<file path="src/rtl/core/ccv_pkg.sv">
// ----------------------------------------------------------------------------
// ccv_pkg
// Shared types, widths and codes of the cylinder cluster validator.
// ----------------------------------------------------------------------------
package ccv_pkg;

  localparam int unsigned CoordW   = 16;
  localparam int unsigned RatioW   = 17;
  localparam int unsigned D2W      = 33;  // dx*dx + dy*dy
  localparam int unsigned SqW      = 32;  // one 16x16 product
  localparam int unsigned RadW     = 50;  // d2 << 16, padded to an even width
  localparam int unsigned RootW    = RadW / 2;
  localparam int unsigned NumW     = 40;  // divider dividend / quotient
  localparam int unsigned DenW     = RootW;
  localparam int unsigned CfgIdxW  = 3;
  localparam int unsigned MaxPointsDef = 4096;

  localparam logic [RatioW-1:0] OneQ16 = RatioW'(65536);

  localparam logic [CfgIdxW-1:0] CfgSmallW = 3'd0;
  localparam logic [CfgIdxW-1:0] CfgSmallH = 3'd1;
  localparam logic [CfgIdxW-1:0] CfgLargeW = 3'd2;
  localparam logic [CfgIdxW-1:0] CfgLargeH = 3'd3;
  localparam logic [CfgIdxW-1:0] CfgCap    = 3'd4;

  typedef enum logic [1:0] {
    MulX = 2'd0,
    MulY = 2'd1,
    MulW = 2'd2
  } mul_sel_e;

  typedef enum logic [1:0] {
    DivRad  = 2'd0,
    DivVert = 2'd1,
    DivFrac = 2'd2
  } div_sel_e;

  typedef struct packed {
    logic     load;
    logic     mul_en;
    mul_sel_e mul_sel;
    logic     test;
    logic     sqrt_start;
    logic     div_start;
    div_sel_e div_sel;
    logic     upd_rad;
    logic     upd_vert;
    logic     upd_frac;
    logic     cap;
    logic     emit;
  } ccv_cmd_t;

  typedef struct packed {
    logic outside;
    logic dist_zero;
    logic az_zero;
    logic last;
    logic n_zero;
    logic sqrt_done;
    logic div_done;
  } ccv_sts_t;

endpackage

</file>
<file path="src/rtl/core/ccv_sqrt.sv">
// ----------------------------------------------------------------------------
// ccv_sqrt
// Digit-by-digit integer square root, one result bit per cycle.
// ----------------------------------------------------------------------------
module ccv_sqrt import ccv_pkg::*; (
  input  logic             clk_i,
  input  logic             rst_ni,
  input  logic             start_i,
  input  logic [RadW-1:0]  rad_i,
  output logic             done_o,
  output logic [RootW-1:0] root_o
);

  localparam int unsigned CntW = $clog2(RootW + 1);
  localparam int unsigned RemW = RootW + 1;

  logic [RadW-1:0]  rad_q, rad_d;
  logic [RemW-1:0]  rem_q, rem_d;
  logic [RootW-1:0] root_q, root_d;
  logic [CntW-1:0]  cnt_q, cnt_d;
  logic             busy_q, busy_d, done_q, done_d;
  logic [RemW+1:0]  rem_sh, trial;

  always_comb begin
    rem_sh = {rem_q, rad_q[RadW-1 -: 2]};
    trial  = {1'b0, root_q, 2'b01};
    rad_d  = rad_q;
    rem_d  = rem_q;
    root_d = root_q;
    cnt_d  = cnt_q;
    busy_d = busy_q;
    done_d = 1'b0;
    if (start_i) begin
      rad_d  = rad_i;
      rem_d  = '0;
      root_d = '0;
      cnt_d  = CntW'(RootW);
      busy_d = 1'b1;
    end else if (busy_q) begin
      rad_d = {rad_q[RadW-3:0], 2'b00};
      if (rem_sh >= trial) begin
        rem_d  = RemW'(rem_sh - trial);
        root_d = {root_q[RootW-2:0], 1'b1};
      end else begin
        rem_d  = RemW'(rem_sh);
        root_d = {root_q[RootW-2:0], 1'b0};
      end
      cnt_d = cnt_q - 1'b1;
      if (cnt_q == CntW'(1)) begin
        busy_d = 1'b0;
        done_d = 1'b1;
      end
    end
  end

  always_ff @(posedge clk_i or negedge rst_ni) begin
    if (!rst_ni) begin
      busy_q <= 1'b0;
      done_q <= 1'b0;
      cnt_q  <= '0;
    end else begin
      busy_q <= busy_d;
      done_q <= done_d;
      cnt_q  <= cnt_d;
    end
  end

  always_ff @(posedge clk_i) begin
    rad_q  <= rad_d;
    rem_q  <= rem_d;
    root_q <= root_d;
  end

  assign done_o = done_q;
  assign root_o = root_q;

endmodule

</file>
<file path="src/rtl/core/ccv_div.sv">
// ----------------------------------------------------------------------------
// ccv_div
// Restoring unsigned divider, one quotient bit per cycle.
// ----------------------------------------------------------------------------
module ccv_div import ccv_pkg::*; (
  input  logic            clk_i,
  input  logic            rst_ni,
  input  logic            start_i,
  input  logic [NumW-1:0] num_i,
  input  logic [DenW-1:0] den_i,
  output logic            done_o,
  output logic [NumW-1:0] quo_o
);

  localparam int unsigned CntW = $clog2(NumW + 1);

  logic [NumW-1:0] quo_q, quo_d;
  logic [DenW-1:0] den_q, den_d, rem_q, rem_d;
  logic [CntW-1:0] cnt_q, cnt_d;
  logic            busy_q, busy_d, done_q, done_d;
  logic [DenW:0]   rem_sh;

  always_comb begin
    rem_sh = {rem_q, quo_q[NumW-1]};
    quo_d  = quo_q;
    den_d  = den_q;
    rem_d  = rem_q;
    cnt_d  = cnt_q;
    busy_d = busy_q;
    done_d = 1'b0;
    if (start_i) begin
      quo_d  = num_i;
      den_d  = den_i;
      rem_d  = '0;
      cnt_d  = CntW'(NumW);
      busy_d = 1'b1;
    end else if (busy_q) begin
      if (rem_sh >= {1'b0, den_q}) begin
        rem_d = DenW'(rem_sh - {1'b0, den_q});
        quo_d = {quo_q[NumW-2:0], 1'b1};
      end else begin
        rem_d = DenW'(rem_sh);
        quo_d = {quo_q[NumW-2:0], 1'b0};
      end
      cnt_d = cnt_q - 1'b1;
      if (cnt_q == CntW'(1)) begin
        busy_d = 1'b0;
        done_d = 1'b1;
      end
    end
  end

  always_ff @(posedge clk_i or negedge rst_ni) begin
    if (!rst_ni) begin
      busy_q <= 1'b0;
      done_q <= 1'b0;
      cnt_q  <= '0;
    end else begin
      busy_q <= busy_d;
      done_q <= done_d;
      cnt_q  <= cnt_d;
    end
  end

  always_ff @(posedge clk_i) begin
    quo_q <= quo_d;
    den_q <= den_d;
    rem_q <= rem_d;
  end

  assign done_o = done_q;
  assign quo_o  = quo_q;

endmodule

</file>
<file path="src/rtl/core/ccv_datapath.sv">
// ----------------------------------------------------------------------------
// ccv_datapath
// Offsets, shared multiplier, cylinder test, ratio and count registers.
// ----------------------------------------------------------------------------
module ccv_datapath import ccv_pkg::*; #(
  parameter int unsigned MAX_POINTS = MaxPointsDef
) (
  input  logic                     clk_i,
  input  logic                     rst_ni,
  input  ccv_cmd_t                 cmd_i,
  output ccv_sts_t                 sts_o,
  input  logic                     cfg_we_i,
  input  logic [CfgIdxW-1:0]       cfg_index_i,
  input  logic [RatioW-1:0]        cfg_data_i,
  input  logic signed [CoordW-1:0] point_x_i,
  input  logic signed [CoordW-1:0] point_y_i,
  input  logic signed [CoordW-1:0] point_z_i,
  input  logic signed [CoordW-1:0] center_x_i,
  input  logic signed [CoordW-1:0] center_y_i,
  input  logic signed [CoordW-1:0] center_z_i,
  input  logic                     is_large_cone_i,
  input  logic                     last_point_i,
  output logic [RatioW-1:0]        radial_ratio_o,
  output logic [RatioW-1:0]        vertical_ratio_o,
  output logic [RatioW-1:0]        inside_fraction_o
);

  localparam int unsigned CntW = $clog2(MAX_POINTS + 1);

  logic [CoordW-1:0] sw_q, sh_q, lw_q, lh_q;
  logic [RatioW-1:0] cap_q;

  logic [CoordW-1:0] ax_q, ay_q, az_q, w_q, h_q;
  logic              last_q;
  logic [D2W-1:0]    d2_q;
  logic [SqW-1:0]    ww_q;
  logic              outside_q;
  logic [RatioW-1:0] min_rad_q, min_rad_d, min_vert_q, min_vert_d;
  logic [CntW-1:0]   seen_q, outside_cnt_q;
  logic [RatioW-1:0] rad_out_q, vert_out_q, frac_out_q, frac_q;

  logic signed [CoordW:0] dx, dy, dz;
  logic [CoordW-1:0]      mul_a;
  logic [SqW-1:0]         prod;
  logic                   outside_now, counting;
  logic [CntW-1:0]        inside_cnt;

  logic            sqrt_done, div_done;
  logic [RootW-1:0] root_dist;
  logic [NumW-1:0]  div_num, quo;
  logic [DenW-1:0]  div_den;

  function automatic logic [CoordW-1:0] abs17(input logic signed [CoordW:0] v);
    logic [CoordW:0] n;
    n = v[CoordW] ? (~v + 1'b1) : v;
    return n[CoordW-1:0];
  endfunction

  assign dx = {point_x_i[CoordW-1], point_x_i} - {center_x_i[CoordW-1], center_x_i};
  assign dy = {point_y_i[CoordW-1], point_y_i} - {center_y_i[CoordW-1], center_y_i};
  assign dz = {point_z_i[CoordW-1], point_z_i} - {center_z_i[CoordW-1], center_z_i};

  always_comb begin
    unique case (cmd_i.mul_sel)
      MulX:    mul_a = ax_q;
      MulY:    mul_a = ay_q;
      MulW:    mul_a = w_q;
      default: mul_a = w_q;
    endcase
  end
  assign prod = mul_a * mul_a;

  assign outside_now = ({d2_q, 2'b00} > {3'b000, ww_q}) ||
                       ({az_q, 1'b0} > {1'b0, h_q});
  assign counting    = seen_q < CntW'(MAX_POINTS);
  assign inside_cnt  = seen_q - outside_cnt_q;

  always_comb begin
    unique case (cmd_i.div_sel)
      DivRad: begin
        div_num = NumW'({w_q, 23'd0});
        div_den = root_dist;
      end
      DivVert: begin
        div_num = NumW'({h_q, 15'd0});
        div_den = DenW'(az_q);
      end
      default: begin
        div_num = NumW'({inside_cnt, 16'd0});
        div_den = DenW'(seen_q);
      end
    endcase
  end

  ccv_sqrt u_sqrt (
    .clk_i,
    .rst_ni,
    .start_i (cmd_i.sqrt_start),
    .rad_i   (RadW'({d2_q, 16'd0})),
    .done_o  (sqrt_done),
    .root_o  (root_dist)
  );

  ccv_div u_div (
    .clk_i,
    .rst_ni,
    .start_i (cmd_i.div_start),
    .num_i   (div_num),
    .den_i   (div_den),
    .done_o  (div_done),
    .quo_o   (quo)
  );

  // ratio update; the cap is applied after every point
  always_comb begin
    min_rad_d  = min_rad_q;
    min_vert_d = min_vert_q;
    if (cmd_i.test && !outside_now) begin
      min_rad_d  = OneQ16;
      min_vert_d = OneQ16;
    end
    if (cmd_i.upd_rad && (quo < NumW'(min_rad_q))) min_rad_d = RatioW'(quo);
    if (cmd_i.upd_vert && (quo < NumW'(min_vert_q))) min_vert_d = RatioW'(quo);
    if (cmd_i.cap) begin
      if (min_rad_q < cap_q) min_rad_d = '0;
      if (min_vert_q < cap_q) min_vert_d = '0;
    end
  end

  always_ff @(posedge clk_i or negedge rst_ni) begin
    if (!rst_ni) begin
      sw_q          <= CoordW'(228);
      sh_q          <= CoordW'(325);
      lw_q          <= CoordW'(285);
      lh_q          <= CoordW'(505);
      cap_q         <= '0;
      min_rad_q     <= OneQ16;
      min_vert_q    <= OneQ16;
      seen_q        <= '0;
      outside_cnt_q <= '0;
    end else begin
      if (cfg_we_i) begin
        unique case (cfg_index_i)
          CfgSmallW: sw_q  <= cfg_data_i[CoordW-1:0];
          CfgSmallH: sh_q  <= cfg_data_i[CoordW-1:0];
          CfgLargeW: lw_q  <= cfg_data_i[CoordW-1:0];
          CfgLargeH: lh_q  <= cfg_data_i[CoordW-1:0];
          CfgCap:    cap_q <= cfg_data_i;
          default: ;
        endcase
      end
      if (cmd_i.emit) begin
        min_rad_q     <= OneQ16;
        min_vert_q    <= OneQ16;
        seen_q        <= '0;
        outside_cnt_q <= '0;
      end else begin
        min_rad_q  <= min_rad_d;
        min_vert_q <= min_vert_d;
        if (cmd_i.test && counting) begin
          seen_q <= seen_q + 1'b1;
          if (outside_now) outside_cnt_q <= outside_cnt_q + 1'b1;
        end
      end
    end
  end

  always_ff @(posedge clk_i) begin
    if (cmd_i.load) begin
      ax_q   <= abs17(dx);
      ay_q   <= abs17(dy);
      az_q   <= abs17(dz);
      w_q    <= is_large_cone_i ? lw_q : sw_q;
      h_q    <= is_large_cone_i ? lh_q : sh_q;
      last_q <= last_point_i;
    end
    if (cmd_i.mul_en) begin
      unique case (cmd_i.mul_sel)
        MulX:    d2_q <= D2W'(prod);
        MulY:    d2_q <= d2_q + D2W'(prod);
        default: ww_q <= prod;
      endcase
    end
    if (cmd_i.test) outside_q <= outside_now;
    if (cmd_i.cap) frac_q <= OneQ16;
    if (cmd_i.upd_frac) frac_q <= RatioW'(quo);
    if (cmd_i.emit) begin
      rad_out_q  <= min_rad_q;
      vert_out_q <= min_vert_q;
      frac_out_q <= frac_q;
    end
  end

  assign sts_o.outside   = outside_q;
  assign sts_o.dist_zero = (root_dist == '0);
  assign sts_o.az_zero   = (az_q == '0);
  assign sts_o.last      = last_q;
  assign sts_o.n_zero    = (seen_q == '0);
  assign sts_o.sqrt_done = sqrt_done;
  assign sts_o.div_done  = div_done;

  assign radial_ratio_o    = rad_out_q;
  assign vertical_ratio_o  = vert_out_q;
  assign inside_fraction_o = frac_out_q;

endmodule

</file>
<file path="src/rtl/core/ccv_ctrl.sv">
// ----------------------------------------------------------------------------
// ccv_ctrl
// Sequencer for one point: squares, test, root, divisions, result beat.
// ----------------------------------------------------------------------------
module ccv_ctrl import ccv_pkg::*; (
  input  logic     clk_i,
  input  logic     rst_ni,
  input  logic     in_valid_i,
  output logic     in_stall_o,
  output logic     out_valid_o,
  input  logic     out_stall_i,
  input  ccv_sts_t sts_i,
  output ccv_cmd_t cmd_o
);

  localparam logic [3:0] SIdle  = 4'd0;
  localparam logic [3:0] SSqX   = 4'd1;
  localparam logic [3:0] SSqY   = 4'd2;
  localparam logic [3:0] SSqW   = 4'd3;
  localparam logic [3:0] STest  = 4'd4;
  localparam logic [3:0] SBr    = 4'd5;
  localparam logic [3:0] SSqrt  = 4'd6;
  localparam logic [3:0] SDivR  = 4'd7;
  localparam logic [3:0] SVert  = 4'd8;
  localparam logic [3:0] SDivV  = 4'd9;
  localparam logic [3:0] SCap   = 4'd10;
  localparam logic [3:0] SFrac  = 4'd11;
  localparam logic [3:0] SDivF  = 4'd12;
  localparam logic [3:0] SEmit  = 4'd13;

  logic [3:0] state_q, state_d;
  logic       out_valid_q, out_valid_d;
  logic       out_free;

  assign out_free   = !out_valid_q || !out_stall_i;
  assign in_stall_o = (state_q != SIdle);

  always_comb begin
    state_d = state_q;
    cmd_o   = '0;
    unique case (state_q)
      SIdle: begin
        if (in_valid_i) begin
          cmd_o.load = 1'b1;
          state_d    = SSqX;
        end
      end
      SSqX: begin
        cmd_o.mul_en  = 1'b1;
        cmd_o.mul_sel = MulX;
        state_d       = SSqY;
      end
      SSqY: begin
        cmd_o.mul_en  = 1'b1;
        cmd_o.mul_sel = MulY;
        state_d       = SSqW;
      end
      SSqW: begin
        cmd_o.mul_en  = 1'b1;
        cmd_o.mul_sel = MulW;
        state_d       = STest;
      end
      STest: begin
        cmd_o.test = 1'b1;
        state_d    = SBr;
      end
      SBr: begin
        if (sts_i.outside) begin
          cmd_o.sqrt_start = 1'b1;
          state_d          = SSqrt;
        end else begin
          state_d = SCap;
        end
      end
      SSqrt: begin
        cmd_o.div_sel = DivRad;
        if (sts_i.sqrt_done) begin
          if (sts_i.dist_zero) begin
            state_d = SVert;
          end else begin
            cmd_o.div_start = 1'b1;
            state_d         = SDivR;
          end
        end
      end
      SDivR: begin
        if (sts_i.div_done) begin
          cmd_o.upd_rad = 1'b1;
          state_d       = SVert;
        end
      end
      SVert: begin
        cmd_o.div_sel = DivVert;
        if (sts_i.az_zero) begin
          state_d = SCap;
        end else begin
          cmd_o.div_start = 1'b1;
          state_d         = SDivV;
        end
      end
      SDivV: begin
        if (sts_i.div_done) begin
          cmd_o.upd_vert = 1'b1;
          state_d        = SCap;
        end
      end
      SCap: begin
        cmd_o.cap = 1'b1;
        state_d   = sts_i.last ? SFrac : SIdle;
      end
      SFrac: begin
        cmd_o.div_sel = DivFrac;
        if (sts_i.n_zero) begin
          state_d = SEmit;
        end else begin
          cmd_o.div_start = 1'b1;
          state_d         = SDivF;
        end
      end
      SDivF: begin
        if (sts_i.div_done) begin
          cmd_o.upd_frac = 1'b1;
          state_d        = SEmit;
        end
      end
      SEmit: begin
        if (out_free) begin
          cmd_o.emit = 1'b1;
          state_d    = SIdle;
        end
      end
      default: state_d = SIdle;
    endcase
  end

  always_comb begin
    out_valid_d = out_valid_q;
    if (out_valid_q && !out_stall_i) out_valid_d = 1'b0;
    if (cmd_o.emit) out_valid_d = 1'b1;
  end

  always_ff @(posedge clk_i or negedge rst_ni) begin
    if (!rst_ni) begin
      state_q     <= SIdle;
      out_valid_q <= 1'b0;
    end else begin
      state_q     <= state_d;
      out_valid_q <= out_valid_d;
    end
  end

  assign out_valid_o = out_valid_q;

endmodule

</file>
<file path="src/rtl/core/cylinder_cluster_validator.sv">
// ----------------------------------------------------------------------------
// cylinder_cluster_validator
// Checks the points of a cone cluster against a bounding cylinder.
// ----------------------------------------------------------------------------
// One point is taken at a time; the input stalls until that point is done. A
// point inside the cylinder passes the accept state, three squarings on one
// shared multiplier, the test, the branch and the cap before the next accept.
// A point outside adds a bit-serial square root, up to two passes of the
// bit-serial divider and a state between them. The last point of a cluster
// adds a state to set up the inside fraction, a divider pass and a state to
// load the result register, more while an earlier result still waits; the
// next point may be accepted while that result still waits to be taken.
module cylinder_cluster_validator import ccv_pkg::*; #(
  parameter int unsigned MAX_POINTS = MaxPointsDef
) (
  input  logic                     clk_i,
  input  logic                     rst_ni,
  input  logic                     cfg_valid_i,
  output logic                     cfg_ready_o,
  input  logic [CfgIdxW-1:0]       cfg_index_i,
  input  logic [RatioW-1:0]        cfg_data_i,
  input  logic                     in_valid_i,
  output logic                     in_stall_o,
  input  logic signed [CoordW-1:0] point_x_i,
  input  logic signed [CoordW-1:0] point_y_i,
  input  logic signed [CoordW-1:0] point_z_i,
  input  logic signed [CoordW-1:0] center_x_i,
  input  logic signed [CoordW-1:0] center_y_i,
  input  logic signed [CoordW-1:0] center_z_i,
  input  logic                     is_large_cone_i,
  input  logic                     last_point_i,
  output logic                     out_valid_o,
  input  logic                     out_stall_i,
  output logic [RatioW-1:0]        radial_ratio_o,
  output logic [RatioW-1:0]        vertical_ratio_o,
  output logic [RatioW-1:0]        inside_fraction_o
);

  ccv_cmd_t cmd;
  ccv_sts_t sts;

  assign cfg_ready_o = 1'b1;

  ccv_ctrl u_ctrl (
    .clk_i,
    .rst_ni,
    .in_valid_i,
    .in_stall_o,
    .out_valid_o,
    .out_stall_i,
    .sts_i (sts),
    .cmd_o (cmd)
  );

  ccv_datapath #(
    .MAX_POINTS (MAX_POINTS)
  ) u_datapath (
    .clk_i,
    .rst_ni,
    .cmd_i       (cmd),
    .sts_o       (sts),
    .cfg_we_i    (cfg_valid_i),
    .cfg_index_i,
    .cfg_data_i,
    .point_x_i,
    .point_y_i,
    .point_z_i,
    .center_x_i,
    .center_y_i,
    .center_z_i,
    .is_large_cone_i,
    .last_point_i,
    .radial_ratio_o,
    .vertical_ratio_o,
    .inside_fraction_o
  );

endmodule

</file>
<file path="config.mk">
export PLATFORM = sky130hd
export DESIGN_NAME = cylinder_cluster_validator
export DESIGN_NICKNAME = d
export VERILOG_FILES = /design/src/rtl/core/ccv_pkg.sv /design/src/rtl/core/ccv_sqrt.sv /design/src/rtl/core/ccv_div.sv /design/src/rtl/core/ccv_datapath.sv /design/src/rtl/core/ccv_ctrl.sv /design/src/rtl/core/cylinder_cluster_validator.sv
export SDC_FILE = /design/constraint.sdc
export NUM_CORES = 2
export LEC_CHECK = 0
export ABC_CLOCK_PERIOD_IN_PS = 18920
export BUFFER_PORTS_ARGS = -buffer_cell sky130_fd_sc_hd__buf_2
export CORE_MARGIN = 8
export CORE_UTILIZATION = 40
export DETAILED_ROUTE_END_ITERATION = 12
export SLEW_MARGIN = 20
export SYNTH_ARGS = -nofsm -noshare
export SYNTH_HDL_FRONTEND = slang
export SYNTH_SLANG_ARGS = --single-unit
</file>
<file path="constraint.sdc">
create_clock -name clk_i -period 18.92 [get_ports clk_i]
set_input_delay 3.784 -clock clk_i [delete_from_list [all_inputs] [get_ports clk_i]]
set_output_delay 3.784 -clock clk_i [all_outputs]
set_load 0.01 [all_outputs]
</file>
==> run_results.csv <==
group,metric,value,unit
run_status,status,"finished, final reports clean",
synthesis,yosys_warnings,0,
layout,antenna_cells,0,
critical_path,path_max_fanout,33,
cts,cts_buffer_depth,3,
critical_path,crit_type,"reg -> reg",
synthesis,synth_cells,4113,
placed_design,portBuffers,175,
synthesis,synth_top_area_frac,0.235,
timing,drv_slew,0,
critical_path,r2r-start,"u_ctrl.state_q[2]",
synthesis,synth_edf_count,312,
global_routing,use_met1,0.251,
placed_design,place_congestion,0.882,
cts,clock_latency,0.63,ns
critical_path,r2r_end,"u_datapath.d2_q[27]",
floorplanning,fp.dieW,332,µm
timing,period_share,0.541,
timing,timing.clock.skew,0.0529,ns
hold_path,min_to,"u_datapath.inside_fraction_o[4]",
timing,timing.setup.tns,0,ns
synthesis,syn_area,39900,µm²
global_routing,grt_pass1_vias,29200,
synthesis,yosysSeqAreaShare,0.375,
global_routing,antenna_found_initial,2,
global_routing,grt_max_degree,100,
critical_path,r2r_setup_slack,8.68,ns
floorplanning,die_y,332,µm
hold_path,min_path_type,"reg -> reg",
critical_path,r2r_cells,32,
synthesis,syn_avg_cell_area,9.70,µm²
timing,worst_slew_pin_slew,1.08,ns
timing,fmax,97.7,MHz
synthesis,synth-seq-cells,550,
run,cap_violations,0,
layout,layout.nets,4910,
cts,clk_pin_slew,0.06,ns
drt,routed_wl,102,mm
synthesis,yosysMostFrequentCell,"inv_1",
drt,drtPass1Iterations,5,
synthesis,async_flop_share,0.293,
floorplanning,dieArea,110000,µm²
cts,cts_buffers,66,
cts,postCtsHoldBufs,0,
drt,vias,29700,
global_routing,top_usage_layer,"met2",
drt,drc_errors,0,
drt,routedWlPerCell,18.2,µm
critical_path,cp_slowest_cell,"a21oi_1",
cts,cts_resized,0,
floorplanning,core-area,99400,µm²
global_routing,met3_usage,0.0290,
cts,htree_levels,3,
synthesis,synth_common_cells,"inv_1 (496), nand2_1 (455), ha_1 (364)",
synthesis,synthesis.nets,4766,
placed_design,dp_hpwl,78.6,mm
global_routing,grt_pass1_wl,162,mm
synthesis,yosysUniqueCellTypes,94,
drt,antenna_left,0,
global_routing,met2_usage,0.291,
critical_path,critPathLaunchType,"flip-flop",
floorplanning,initial_core_util,0.401,
floorplanning,io_pins,177,
global_routing,overflow,0,
global_routing,grtUsageTotal,0.180,
placed_design,pre_cts_slack,8.37,ns
drt,drt_iter0_drc,2035,
critical_path,worst_path_largest_cell_delay,0.71,ns
critical_path,arrival,10.61,ns
critical_path,critical_path_required,19.29,ns
cts,cts_setup_buffers,0,
critical_path,crit_top_cell,"fa_1",
synthesis,synth_top_cell_by_area,"edfxtp_1",
timing,setup_viol,0,
synthesis,synthFlopType,"edfxtp_1",
synthesis,ys_top_cells_by_area,"edfxtp_1 (23%), ha_1 (11%), dfrtp_1 (8.7%)",
floorplanning,rows,116,
timing,hold_viol,0,
cts,cts.sinks,550,
layout,area_growth,11.3,%
timing,period_minus_slack,10.24,ns
layout,drive_above_1_share,0.114,
cts,clock_tree.root_cell,"clkbuf_16",
drt,avgViaCountPerCell,5.29,
critical_path,endpoint_kind,"flip-flop",
timing,rsz0062_at_grt,"false",
hold_path,min-delay-start,"u_datapath.frac_q[4]",
hold_path,holdPathStages,0,
timing,max_slew_margin,0.278,
timing,setup_slack,8.68,ns
cts,cts_tree,"built",
cell usage in the layout, fill, tap and decap left out, drive strengths merged, types with 15 or more instances in the layout:
master / netlist / routed
nand2b: 38 / 38
nand3: 84 / 84
mux2: 111 / 111
dfxtp: 77 / 77
nor4: 29 / 29
nor3: 54 / 54
clkinv: 9 / 30
a21boi: 15 / 15
nand2: 455 / 455
xnor2: 136 / 136
xor2: 63 / 63
nand4: 37 / 37
dfstp: 22 / 22
fa: 166 / 166
or3: 26 / 26
o21a: 21 / 21
o211ai: 26 / 26
and2: 47 / 47
a31oi: 47 / 47
inv: 497 / 499
nor2b: 29 / 29
dfrtp: 139 / 139
clkbuf: 98 / 90
and3: 25 / 25
o21ai: 172 / 172
a21o: 109 / 109
a211oi: 59 / 59
ha: 364 / 364
nor2: 309 / 309
buf: 31 / 205
mux2i: 79 / 79
edfxtp: 312 / 312
a21oi: 203 / 203
o31ai: 27 / 27
worst max-delay path: cells and delay by family, from the launching register on:
kind | cells | cell delay, ns
muxes | 1 | 0.27
xor gates and xnor gates | 2 | 0.32
and+or+nand+nor | 7 | 1.91
DFF | 1 | 0.54
buffers and inverters | 6 | 0.88
adders and majority gates | 8 | 3.56
AOI/OAI and AO/OA | 8 | 2.48
flip-flops by register name, summed over array words and instances (netlist names), 17 cells and up:
signal                        cells
u_datapath.u_div.rem_q           25
u_datapath.ww_q                  31
u_datapath.min_vert_q            17
u_datapath.radial_ratio_o        17
u_datapath.frac_q                17
u_datapath.min_rad_q             17
u_datapath.d2_q                  33
u_datapath.vertical_ratio_o      17
u_datapath.u_sqrt.rad_q          34
u_datapath.u_div.den_q           25
u_datapath.u_div.quo_o           40
u_datapath.u_sqrt.rem_q          26
u_datapath.inside_fraction_o     17
u_datapath.u_sqrt.root_o         25
u_datapath.cap_q                 17
kinds of logic (layout without fill, tap and decap cells):
| kind of cell | Yosys count | in the layout | synth area share |
|---|---|---|---|
| simple gates | 1185 | 1185 | 0.136 |
| compound gates | 823 | 823 | 0.136 |
| buf+inv | 635 | 831 | 0.0607 |
| flops | 550 | 550 | 0.375 |
| fa+ha+maj | 530 | 530 | 0.197 |
| xor+xnor | 199 | 199 | 0.0437 |
| mux | 190 | 190 | 0.0512 |
| other cells | 1 | 1 | 0.0000940 |
how the worst max path moves through the flow:
stage | from | to | slack (ns) | cells past startpoint
finish | u_ctrl.state_q[2] | u_datapath.d2_q[27] | 8.68 | 32
global route | u_ctrl.state_q[2] | u_datapath.d2_q[27] | 7.85 | 32
CTS | u_ctrl.state_q[2] | u_datapath.d2_q[27] | 8.37 | 32
detailed placement | u_ctrl.state_q[2] | u_datapath.d2_q[27] | 8.37 | 32
global placement | u_ctrl.state_q[2] | u_datapath.d2_q[27] | 8.60 | 32
floorplan | u_ctrl.state_q[2] | u_datapath.d2_q[27] | 9.98 | 37
layout make-up:
type / count / area [µm²]
Fill cell: 9435 / 55000
Clock buffer: 90 / 1860
Timing Repair Buffer: 205 / 1110
Inverter: 506 / 1900
Tap cell: 1298 / 1620
Clock inverter: 30 / 363
Multi-Input combinational cell: 2928 / 22600
Sequential cell: 550 / 15000
metrics by stage:
step           area (µm²)  utilization  hold WS [ns]  cells
2_1_floorplan       39900            -         0.400   4113
3_3_place_gp        42200        0.424         0.401   5487
3_5_place_dp        42200        0.424         0.409   5487
4_1_cts             44400        0.446         0.423   5607
5_1_grt             44400        0.447         0.427   5607
6_report            44400        0.447         0.422   5607
routing by layer:
metal	wire length [µm]	vias to the layer above
met3	5740	145
met4	2320	2
met1	47500	14200
met5	13	-
met2	46300	749
li1	-	14600
Power is left out: the tool's default activity adds up to more than one toggle a clock period on the data nets, which glitch-free logic cannot reach.
